### config.mk
export PLATFORM = sky130hd
export DESIGN_NAME = cartridge_bank_mapper_unit
export DESIGN_NICKNAME = d
export VERILOG_FILES = /design/src/design/cbm_pkg.sv /design/src/design/cartridge_bank_mapper_unit.sv
export SDC_FILE = /design/constraint.sdc
export NUM_CORES = 1
export LEC_CHECK = 0
export BUFFER_PORTS_ARGS = -buffer_cell sky130_fd_sc_hd__buf_2
export CORE_MARGIN = 10
export CORE_UTILIZATION = 45
export DETAILED_ROUTE_END_ITERATION = 10
export GPL_TIMING_DRIVEN = 0
export PLACE_DENSITY = 0.75
export SETUP_SLACK_MARGIN = 0.3
export SKIP_CTS_REPAIR_TIMING = 1
export SYNTH_ARGS = -nofsm -noshare
export SYNTH_HDL_FRONTEND = slang
export SYNTH_SLANG_ARGS = --single-unit
### constraint.sdc
create_clock -name clk -period 1.9 [get_ports clk]
set_input_delay 0 -clock clk [delete_from_list [all_inputs] [get_ports clk]]
set_output_delay 0 -clock clk [all_outputs]
set_load 0.01 [all_outputs]
### src/design/cbm_pkg.sv
package cbm_pkg;

    // Field widths
    localparam int ADDR_W      = 16;
    localparam int DATA_W      = 8;
    localparam int PHYS_W      = 23;
    localparam int ROM_BANK_W  = 9;
    localparam int RAM_BANK_W  = 4;
    localparam int UPPER_W     = 2;
    localparam int ROM_OFS_W   = 14;   // 16 KiB ROM bank
    localparam int RAM_OFS_W   = 13;   // 8 KiB RAM bank
    localparam int CFG_IDX_W   = 2;
    localparam int CFG_DATA_W  = 4;

    // Mapper codes
    localparam logic [2:0] MAP_NONE = 3'd0;
    localparam logic [2:0] MAP_MBC1 = 3'd1;
    localparam logic [2:0] MAP_MBC2 = 3'd2;
    localparam logic [2:0] MAP_MBC3 = 3'd3;
    localparam logic [2:0] MAP_MBC5 = 3'd4;

    // Target codes
    localparam logic [1:0] TGT_NONE = 2'd0;
    localparam logic [1:0] TGT_ROM  = 2'd1;
    localparam logic [1:0] TGT_RAM  = 2'd2;
    localparam logic [1:0] TGT_OPEN = 2'd3;

    // Access kinds
    localparam logic KIND_READ  = 1'b0;
    localparam logic KIND_WRITE = 1'b1;

    // Configuration register indexes
    localparam logic [CFG_IDX_W-1:0] CFG_MAPPER_TYPE   = 2'd0;
    localparam logic [CFG_IDX_W-1:0] CFG_ROM_BANK_BITS = 2'd1;
    localparam logic [CFG_IDX_W-1:0] CFG_RAM_PRESENT   = 2'd2;
    localparam logic [CFG_IDX_W-1:0] CFG_RAM_BANK_BITS = 2'd3;

    // Register write constants
    localparam logic [3:0] RAM_EN_KEY   = 4'hA;
    localparam logic [3:0] ROM_BITS_MAX = 4'd9;
    localparam logic [2:0] RAM_BITS_MAX = 3'd4;

    typedef struct packed {
        logic              kind;
        logic [ADDR_W-1:0] bus_address;
        logic [DATA_W-1:0] write_data;
    } req_t;

    typedef struct packed {
        logic [1:0]        target;
        logic [PHYS_W-1:0] physical_address;
        logic              ram_write;
    } rsp_t;

    // Low-bit mask for a power-of-two ROM bank count, count capped at 2^9
    function automatic logic [ROM_BANK_W-1:0] rom_mask(input logic [3:0] bits);
        logic [3:0]            b;
        logic [ROM_BANK_W-1:0] m;
        b = (bits > ROM_BITS_MAX) ? ROM_BITS_MAX : bits;
        for (int i = 0; i < ROM_BANK_W; i++)
        begin
            m[i] = (4'(i) < b);
        end
        return m;
    endfunction

    // Same for RAM banks, count capped at 2^4
    function automatic logic [RAM_BANK_W-1:0] ram_mask(input logic [2:0] bits);
        logic [2:0]            b;
        logic [RAM_BANK_W-1:0] m;
        b = (bits > RAM_BITS_MAX) ? RAM_BITS_MAX : bits;
        for (int i = 0; i < RAM_BANK_W; i++)
        begin
            m[i] = (3'(i) < b);
        end
        return m;
    endfunction

endpackage

### src/design/cartridge_bank_mapper_unit.sv
// A request accepted on the input is held in the stage-1 register, then mapped into
// the result register, which drives out_data with out_valid high.
// Throughput: one request per cycle; the input register and the result register
// hold up to two requests, and in_ready drops only while both are full and out_ready is low.
// Reset (rst_n low, asynchronous): pipeline empties, configuration and bank
// registers return to defaults (no mapper, ROM bank 1, RAM disabled).
module cartridge_bank_mapper_unit
(
    input  logic                               clk,
    input  logic                               rst_n,
    input  logic                               in_valid,
    output logic                               in_ready,
    input  cbm_pkg::req_t                      in_data,
    output logic                               out_valid,
    input  logic                               out_ready,
    output cbm_pkg::rsp_t                      out_data,
    input  logic                               cfg_valid,
    output logic                               cfg_ready,
    input  logic [cbm_pkg::CFG_IDX_W-1:0]      cfg_index,
    input  logic [cbm_pkg::CFG_DATA_W-1:0]     cfg_data
);

    // Configuration
    logic [2:0] mapper_type_reg;
    logic [3:0] rom_bank_bits_reg;
    logic       ram_present_reg;
    logic [2:0] ram_bank_bits_reg;

    // Bank state
    logic                             ram_enable_reg, ram_enable_next;
    logic [cbm_pkg::ROM_BANK_W-1:0]   rom_bank_reg, rom_bank_next;
    logic [cbm_pkg::UPPER_W-1:0]      upper_bits_reg, upper_bits_next;
    logic                             adv_mode_reg, adv_mode_next;
    logic [cbm_pkg::RAM_BANK_W-1:0]   ram_bank_reg, ram_bank_next;

    // Pipeline
    logic          s1_valid_reg;
    cbm_pkg::req_t s1_data_reg;
    logic          out_valid_reg;
    cbm_pkg::rsp_t out_data_reg, out_data_next;
    logic          s1_advance;

    // Decode helpers
    logic                           mbc1, mbc3, mbc5, has_regs;
    logic [cbm_pkg::ADDR_W-1:0]     a;
    logic [cbm_pkg::DATA_W-1:0]     v;
    logic [cbm_pkg::ROM_BANK_W-1:0] rom_bank_sel;
    logic [cbm_pkg::RAM_BANK_W-1:0] ram_bank_sel;

    assign cfg_ready = 1'b1;
    assign s1_advance = s1_valid_reg && (!out_valid_reg || out_ready);
    assign in_ready   = !s1_valid_reg || s1_advance;
    assign out_valid  = out_valid_reg;
    assign out_data   = out_data_reg;

    // Configuration writes
    always_ff @(posedge clk or negedge rst_n)
    begin
        if (!rst_n)
        begin
            mapper_type_reg   <= cbm_pkg::MAP_NONE;
            rom_bank_bits_reg <= 4'd1;
            ram_present_reg   <= 1'b0;
            ram_bank_bits_reg <= 3'd0;
        end
        else if (cfg_valid && cfg_ready)
        begin
            case (cfg_index)
                cbm_pkg::CFG_MAPPER_TYPE:   mapper_type_reg   <= cfg_data[2:0];
                cbm_pkg::CFG_ROM_BANK_BITS: rom_bank_bits_reg <= cfg_data[3:0];
                cbm_pkg::CFG_RAM_PRESENT:   ram_present_reg   <= cfg_data[0];
                cbm_pkg::CFG_RAM_BANK_BITS: ram_bank_bits_reg <= cfg_data[2:0];
                default: ;
            endcase
        end
    end

    // Mapping and register update for the request in stage 1
    always_comb
    begin
        mbc1     = (mapper_type_reg == cbm_pkg::MAP_MBC1);
        mbc3     = (mapper_type_reg == cbm_pkg::MAP_MBC3);
        mbc5     = (mapper_type_reg == cbm_pkg::MAP_MBC5);
        has_regs = mbc1 || mbc3 || mbc5;
        a        = s1_data_reg.bus_address;
        v        = s1_data_reg.write_data;

        ram_enable_next = ram_enable_reg;
        rom_bank_next   = rom_bank_reg;
        upper_bits_next = upper_bits_reg;
        adv_mode_next   = adv_mode_reg;
        ram_bank_next   = ram_bank_reg;

        out_data_next.target           = cbm_pkg::TGT_NONE;
        out_data_next.physical_address = '0;
        out_data_next.ram_write        = 1'b0;
        rom_bank_sel = '0;
        ram_bank_sel = '0;

        if (a inside {[16'h0000:16'h7FFF]})
        begin
            if (s1_data_reg.kind == cbm_pkg::KIND_WRITE)
            begin
                // Mapper register write
                if (has_regs)
                begin
                    if (a inside {[16'h0000:16'h1FFF]})
                    begin
                        ram_enable_next = (v[3:0] == cbm_pkg::RAM_EN_KEY);
                    end
                    else if (a inside {[16'h2000:16'h3FFF]})
                    begin
                        if (mbc1)
                        begin
                            rom_bank_next = (v[4:0] == 5'd0) ? 9'd1 : {4'd0, v[4:0]};
                        end
                        else if (mbc3)
                        begin
                            rom_bank_next = (v[6:0] == 7'd0) ? 9'd1 : {2'd0, v[6:0]};
                        end
                        else if (a inside {[16'h2000:16'h2FFF]})
                        begin
                            rom_bank_next = {rom_bank_reg[8], v};
                        end
                        else
                        begin
                            rom_bank_next = {v[0], rom_bank_reg[7:0]};
                        end
                    end
                    else if (a inside {[16'h4000:16'h5FFF]})
                    begin
                        if (mbc1)
                        begin
                            upper_bits_next = v[1:0];
                        end
                        else if (mbc3)
                        begin
                            if (v <= 8'h03)
                            begin
                                ram_bank_next = v[3:0];
                            end
                        end
                        else
                        begin
                            ram_bank_next = v[3:0];
                        end
                    end
                    else if (mbc1)
                    begin
                        adv_mode_next = v[0];
                    end
                end
            end
            else
            begin
                // ROM read: fixed area then switchable area
                if (!a[14])
                begin
                    rom_bank_sel = (mbc1 && adv_mode_reg) ? {2'd0, upper_bits_reg, 5'd0} : '0;
                end
                else
                begin
                    rom_bank_sel = mbc1 ? {2'd0, upper_bits_reg, rom_bank_reg[4:0]}
                                        : rom_bank_reg;
                end
                out_data_next.target = cbm_pkg::TGT_ROM;
                out_data_next.physical_address =
                    {rom_bank_sel & cbm_pkg::rom_mask(rom_bank_bits_reg),
                     a[cbm_pkg::ROM_OFS_W-1:0]};
            end
        end
        else if (a inside {[16'hA000:16'hBFFF]})
        begin
            // External RAM window
            if (!ram_enable_reg || !ram_present_reg)
            begin
                out_data_next.target = cbm_pkg::TGT_OPEN;
            end
            else
            begin
                if (mbc1)
                begin
                    ram_bank_sel = adv_mode_reg ? {2'd0, upper_bits_reg} : '0;
                end
                else
                begin
                    ram_bank_sel = ram_bank_reg;
                end
                out_data_next.target = cbm_pkg::TGT_RAM;
                out_data_next.physical_address =
                    {6'd0, ram_bank_sel & cbm_pkg::ram_mask(ram_bank_bits_reg),
                     a[cbm_pkg::RAM_OFS_W-1:0]};
                out_data_next.ram_write = (s1_data_reg.kind == cbm_pkg::KIND_WRITE);
            end
        end
    end

    // Control and bank state
    always_ff @(posedge clk or negedge rst_n)
    begin
        if (!rst_n)
        begin
            s1_valid_reg   <= 1'b0;
            out_valid_reg  <= 1'b0;
            ram_enable_reg <= 1'b0;
            rom_bank_reg   <= 9'd1;
            upper_bits_reg <= '0;
            adv_mode_reg   <= 1'b0;
            ram_bank_reg   <= '0;
        end
        else
        begin
            if (in_valid && in_ready)
            begin
                s1_valid_reg <= 1'b1;
            end
            else if (s1_advance)
            begin
                s1_valid_reg <= 1'b0;
            end

            if (s1_advance)
            begin
                out_valid_reg  <= 1'b1;
                ram_enable_reg <= ram_enable_next;
                rom_bank_reg   <= rom_bank_next;
                upper_bits_reg <= upper_bits_next;
                adv_mode_reg   <= adv_mode_next;
                ram_bank_reg   <= ram_bank_next;
            end
            else if (out_ready)
            begin
                out_valid_reg <= 1'b0;
            end
        end
    end

    // Payload registers
    always_ff @(posedge clk)
    begin
        if (in_valid && in_ready)
        begin
            s1_data_reg <= in_data;
        end
        if (s1_advance)
        begin
            out_data_reg <= out_data_next;
        end
    end

    // RAM write strobe only ever goes with a RAM target
    a_ram_write_target: assert property (@(posedge clk) disable iff (!rst_n)
        out_valid_reg && out_data_reg.ram_write |-> out_data_reg.target == cbm_pkg::TGT_RAM)
        else $error("ram_write without RAM target");

    // No address for register writes, non-cartridge or open bus
    a_zero_addr: assert property (@(posedge clk) disable iff (!rst_n)
        out_valid_reg && (out_data_reg.target == cbm_pkg::TGT_NONE ||
                          out_data_reg.target == cbm_pkg::TGT_OPEN)
        |-> out_data_reg.physical_address == '0)
        else $error("nonzero address on non-mapped result");

    // An empty result register never stalls the input side
    a_no_bubble: assert property (@(posedge clk) disable iff (!rst_n)
        !out_valid_reg |-> in_ready)
        else $error("input stalled with empty result register");

    // A stalled stage-1 request is held intact
    a_s1_hold: assert property (@(posedge clk) disable iff (!rst_n)
        s1_valid_reg && !s1_advance |=> s1_valid_reg && $stable(s1_data_reg))
        else $error("stage 1 request lost or changed while stalled");

    // Bank state changes only when a request passes to the result register
    a_state_hold: assert property (@(posedge clk) disable iff (!rst_n)
        !s1_advance |=> $stable(rom_bank_reg) && $stable(ram_bank_reg) &&
                        $stable(ram_enable_reg))
        else $error("bank state changed without a request");

endmodule

# Yosys cells after proc, flatten, opt, wreduce, memory -nomap -nowiden
# Cells that the tools add are included.
[op_classes]
eq_ne = 9
order_cmp = 26
reduce_logical = 35
n_bitwise = 7
n_mux = 28
[op_table]
columns = ["cell", "count"]
rows = [
  ["9-bit two-way mux", 7],
  ["16-bit by 14-bit less-or-equal comparator with 1-bit output (second input constant)", 2],
  ["16-bit by 15-bit less-or-equal comparator with 1-bit output (second input constant)", 2],
  ["4-bit two-way mux", 7],
  ["26-bit two-way mux", 1],
  ["25-bit two-way mux", 1],
  ["24-bit two-way mux", 1],
  ["18-bit two-way mux", 1],
  ["16-bit by 1-bit >= comparator with 1-bit output (second input constant)", 1],
  ["16-bit by 14-bit >= comparator with 1-bit output (second input constant)", 1],
  ["16-bit by 15-bit >= comparator with 1-bit output (second input constant)", 1],
  ["16-bit >= comparator (second input constant)", 1],
  ["16-bit by 13-bit less-or-equal comparator with 1-bit output (second input constant)", 1],
  ["16-bit less-or-equal comparator (second input constant)", 1],
  ["3-bit by 4-bit less-than comparator with 1-bit output (first input constant)", 4],
  ["8-bit AND reduction", 2],
  ["7-bit two-way mux", 2],
  ["7-bit AND reduction", 2],
  ["9-bit AND", 1],
  ["1-bit logical AND", 9],
  ["9-bit AND reduction", 1],
  ["8-bit by 2-bit less-or-equal comparator with 1-bit output (second input constant)", 1],
  ["1-bit by 4-bit less-than comparator with 1-bit output (first input constant)", 2],
  ["2-bit by 4-bit less-than comparator with 1-bit output (first input constant)", 2],
  ["29 further kinds", 51],
]
[totals]
elab_cells = 123
out_inout_bits = 29
in_bits = 36
regBits = 81

# Logic depth before layout (Yosys ltp)
[depth]
depth_word = 9
ltp_mapped = 6
depth_no_buf = 4

# Worst setup path before layout
# No wires, ideal clock.
[synth_path]
path_kind = "flip-flop to flip-flop"
startpoint = "reg s1_data_reg (netlist bit a[15])"
endpoint = "reg rom_bank_reg[1] (netlist bit)"
arrival_ps = 1665
setup_slack_ps = 110
synth_period_minus_slack_ps = 1790
setup_time_ps = 125
path_buffers = 2
required_ps = 1775
stages_incl_launch_ff = 7
cell_sequence = "edfxtp_1 -> buf_6 -> nor4b_4 -> a21oi_1 -> or3_1 -> buf_6 -> mux2_4"
[synth_between]
elab_chain_len = 4
word_cells_on_any_way = 13
classes_between = "order compare: 6; bitwise: 1; reduce/logical: 6"
[synth_lines]
columns = ["item", "line", "rtl"]
rows = [
  ["from (decl)", "cartridge_bank_mapper_unit.sv:38", "cbm_pkg::req_t s1_data_reg;"],
  ["from (signal assigned)", "cartridge_bank_mapper_unit.sv:243", "s1_data_reg <= in_data;"],
  ["16-bit by 14-bit >= comparator with 1-bit output, or another cell as far along", "cartridge_bank_mapper_unit.sv:111, cartridge_bank_mapper_unit.sv:121", ""],
  ["1-bit logical AND (on tied branches)", "cartridge_bank_mapper_unit.sv:121, cartridge_bank_mapper_unit.sv:107", ""],
  ["3-bit nonzero test (no source line) / 1-bit inverter (equally long branches)", "-", ""],
  ["7-bit AND reduction (no source line) *", "-", ""],
  ["to (signal assigned)", "cartridge_bank_mapper_unit.sv:226", "rom_bank_reg <= rom_bank_next;"],
  ["to (decl)", "cartridge_bank_mapper_unit.sv:31", "logic [cbm_pkg::ROM_BANK_W-1:0] rom_bank_reg, rom_bank_next;"],
]
# Mark *: on every way between the ends. The rest lies on a longest branch, timed or not.
# A chain may end at the register's enable or synchronous reset.

# Final worst setup path
[layout_path]
startpoint = "reg s1_data_reg (netlist bit a[15])"
endpoint = "reg rom_bank_reg[6] (netlist bit)"
# The elaborated chain is that of the path after synthesis.

==> results.txt <==
Min-delay src: cfg_index[1]
Worst hold path stage count: 3
Final Hold Fails: 0
CTS Buffer Depth: 2
Sequential area share after synthesis: 68.6%
Launch point of the worst reg-to-reg path: a[15]
Post-Syn Area: 0.00333 sq mm
CP Class: reg2reg
Max FFs per register: 26
Diodes inserted: 0
Synth Warn #: 0
Syn nets: 254
Clock-pin slew on the worst setup and hold paths: 0.09 ns
Final period util: 99.0%
Root buf cell: clkbuf_8
Synth async-reset ratio: 37.0%
Placed Area: 0.00378 sq mm
Post-Place Cells: 380
Gr ovfl total: 0
EDFF count, synth: 51
CP max FO: 9
Starting Density: 46.2%
Hold Path Sink: ram_present_reg
Worst-Skew Late Latency: 0.36 ns
Filler cells: 525
Met2 usage: 19.6%
Syn avg cell area: 15.3 sq um
Flop-to-flop setup slack: 0.02 ns
Chip Height: 106 um
First-pass GRT wire length: 10800 um
RSZ-0062 raised after global routing: true
Fin cells: 447
Slew Limit Fails: 0
Hold WS: 0.0231 ns
Die Span X: 106 um
Vias in the first global route: 2162
Critical path arrival: 2.12 ns
Setup Skew: 0.0112 ns
Pin count of the biggest net entering global routing: 31
Hold Path Class: in2reg
Worst Setup End Kind: flip-flop
Via density: 5.00
Fin crit period: 1.88 ns
Synth Register Bits: 81
Number of routed nets with antenna violations: 0
Distinct cells, synth: 47
Wire per inst: 17.2 um
Die area: 0.0112 sq mm
Status: completed
Core Rows: 31
Nets@finish: 379
Syn Inst Count: 218
Met3 Use GR: 3.74%
Fmax: 531 MHz
Max-Cap Viols: 0
Grt met1 use: 13.9%
# setup viols final: 0
Vias: 2235
TritonCTS buffer count: 9
Core footprint: 0.00721 sq mm
R2R Path End: rom_bank_reg[6]
Worst setup SP type: flip-flop
CTS tree: done
Post-Route WL: 7690 um
Post-DP HPWL: 4980 um
Ports: 65
1st-pass router iterations: 4
Layout Area Growth over Synthesis: 41.7%
Worst endpoint required time: 2.14 ns
Global Route Usage Sum: 12.2%
Share of cells above drive strength 1: 48.3%
CTS Sinks: 81
Htree depth: 3
Placer congestion estimate: 0.847
Relative slew slack: 55.6%
Final instance area: 0.00472 sq mm
FF-to-FF path depth: 6
Busiest grt layer: met2
Pwr Density: 912 mW/mm^2
Max VDD drop: 592 uV
Initial DRC count: 82
DRC viols: 0
Worst-Margin Slew: 0.666 ns
Static leakage: 1.97 nW
Ys flop type: edfxtp_1
Initial antenna violation count: 0
PortBufs: 63
-- worst max-delay path, cell delays in order (launching register included) --
cell and delay, ns:
edfxtp_1 0.38, buf_6 0.16, nor4b_4 0.29, a21oi_1 0.10, or3_1 0.37, buf_6 0.17
mux2_4 0.29
-- metal layers --
metal | wire (um) | part of all wire (%)
met1 | 3220 | 42
met2 | 3830 | 50
met3 | 393 | 5.1
met4 | 243 | 3.2
met5 | 0 | 0
-- how the worst max path moves through the flow --
stage,from,endpoint,slack (ns),cells after the start
after floorplan,a[15],rom_bank_reg[1],0.17,6
after global placement,a[15],rom_bank_reg[2],0.05,6
after detailed placement,a[14],out_data[9],0.03,6
after CTS,a[14],out_data[9],0.02,6
after global routing,a[15],rom_bank_reg[3],-0.05,6
final,a[15],rom_bank_reg[6],0.02,6
-- cells in the final DEF (no fill, tap or decap), types with 4 or more instances in the layout --
cell type / Yosys / routed
buf_2: 2 / 64
edfxtp_1: 51 / 51
dlygate4sd3_1: 0 / 32
dfrtp_1: 28 / 25
buf_4: 1 / 15
and2_1: 16 / 14
mux2_4: 7 / 14
mux2_2: 19 / 12
nor2_1: 12 / 9
clkbuf_8: 0 / 9
buf_6: 2 / 7
nand2_1: 7 / 5
a32o_1: 6 / 5
nor2b_1: 4 / 4
-- logic make-up (layout without fill, tap and decap cells) --
kind of cell	after synthesis	after routing	share of synthesized area, %
AO/OA/AOI/OAI	26	26	5.94
buffers and inverters	11	141	1.92
flip-flops	81	81	68.6
multiplexers	27	27	9.88
other	1	1	0.113
AND/OR/NAND/NOR	72	72	13.6
-- through the flow --
step	worst slack (ns)	util [%]	power (W)	TNS [ns]
after global placement	0.0530	52.3	0.00267	0
final	0.0184	65.4	0.00430	0
after CTS	0.0200	55.5	0.00408	0
after detailed placement	0.0283	52.3	0.00269	0
after global routing	-0.0541	65.4	0.00448	-0.316
after floorplan	0.173	-	0.00250	0
-- cell usage after synthesis, types with 2 or more instances --
cell / count / share of area [%]
nand4_1: 2 / 0.38
o31ai_1: 2 / 0.45
and3_1: 2 / 0.38
inv_1: 2 / 0.23
o21ai_0: 5 / 0.75
nand3b_1: 3 / 0.68
nor3_1: 4 / 0.60
nor4_1: 3 / 0.56
mux2_4: 7 / 3.2
mux2_2: 19 / 6.4
buf_1: 2 / 0.23
a32o_1: 6 / 1.8
dfstp_2: 2 / 1.6
edfxtp_1: 51 / 46
nand2b_1: 3 / 0.56
a31oi_1: 2 / 0.38
and2_1: 16 / 3.0
buf_2: 2 / 0.30
a32oi_1: 2 / 0.53
buf_6: 2 / 0.68
nor3b_1: 3 / 0.68
dfrtp_1: 28 / 21
a21o_1: 2 / 0.45
nor2b_1: 4 / 0.75
nor2_1: 12 / 1.4
a21oi_1: 3 / 0.45
nor4b_1: 2 / 0.53
nand2_1: 7 / 0.79
nand3_1: 2 / 0.30
-- power breakdown --
group	total (W)	switching, W	leakage (nW)	internal, W
Combinational	0.000685	0.000316	0.989	0.000368
Sequential	0.00221	0.000142	0.876	0.00207
Clock	0.00141	0.000655	0.106	0.000750
Total	0.00430	0.00111	1.97	0.00319
-- area by class of cell --
class                           instances  area, sq um  area share (%)
Sequential cell                        81         2290            48.5
Tap cell                               99          124            2.62
Clock inverter                          7          101            2.15
Clock buffer                            9          124            2.62
Inverter                                2         7.51           0.159
Buffer                                  9         80.1            1.70
Timing Repair Buffer                  114          810            17.1
Multi-Input combinational cell        126         1190            25.1
Note: power is estimated with default switching activity, not from simulation.
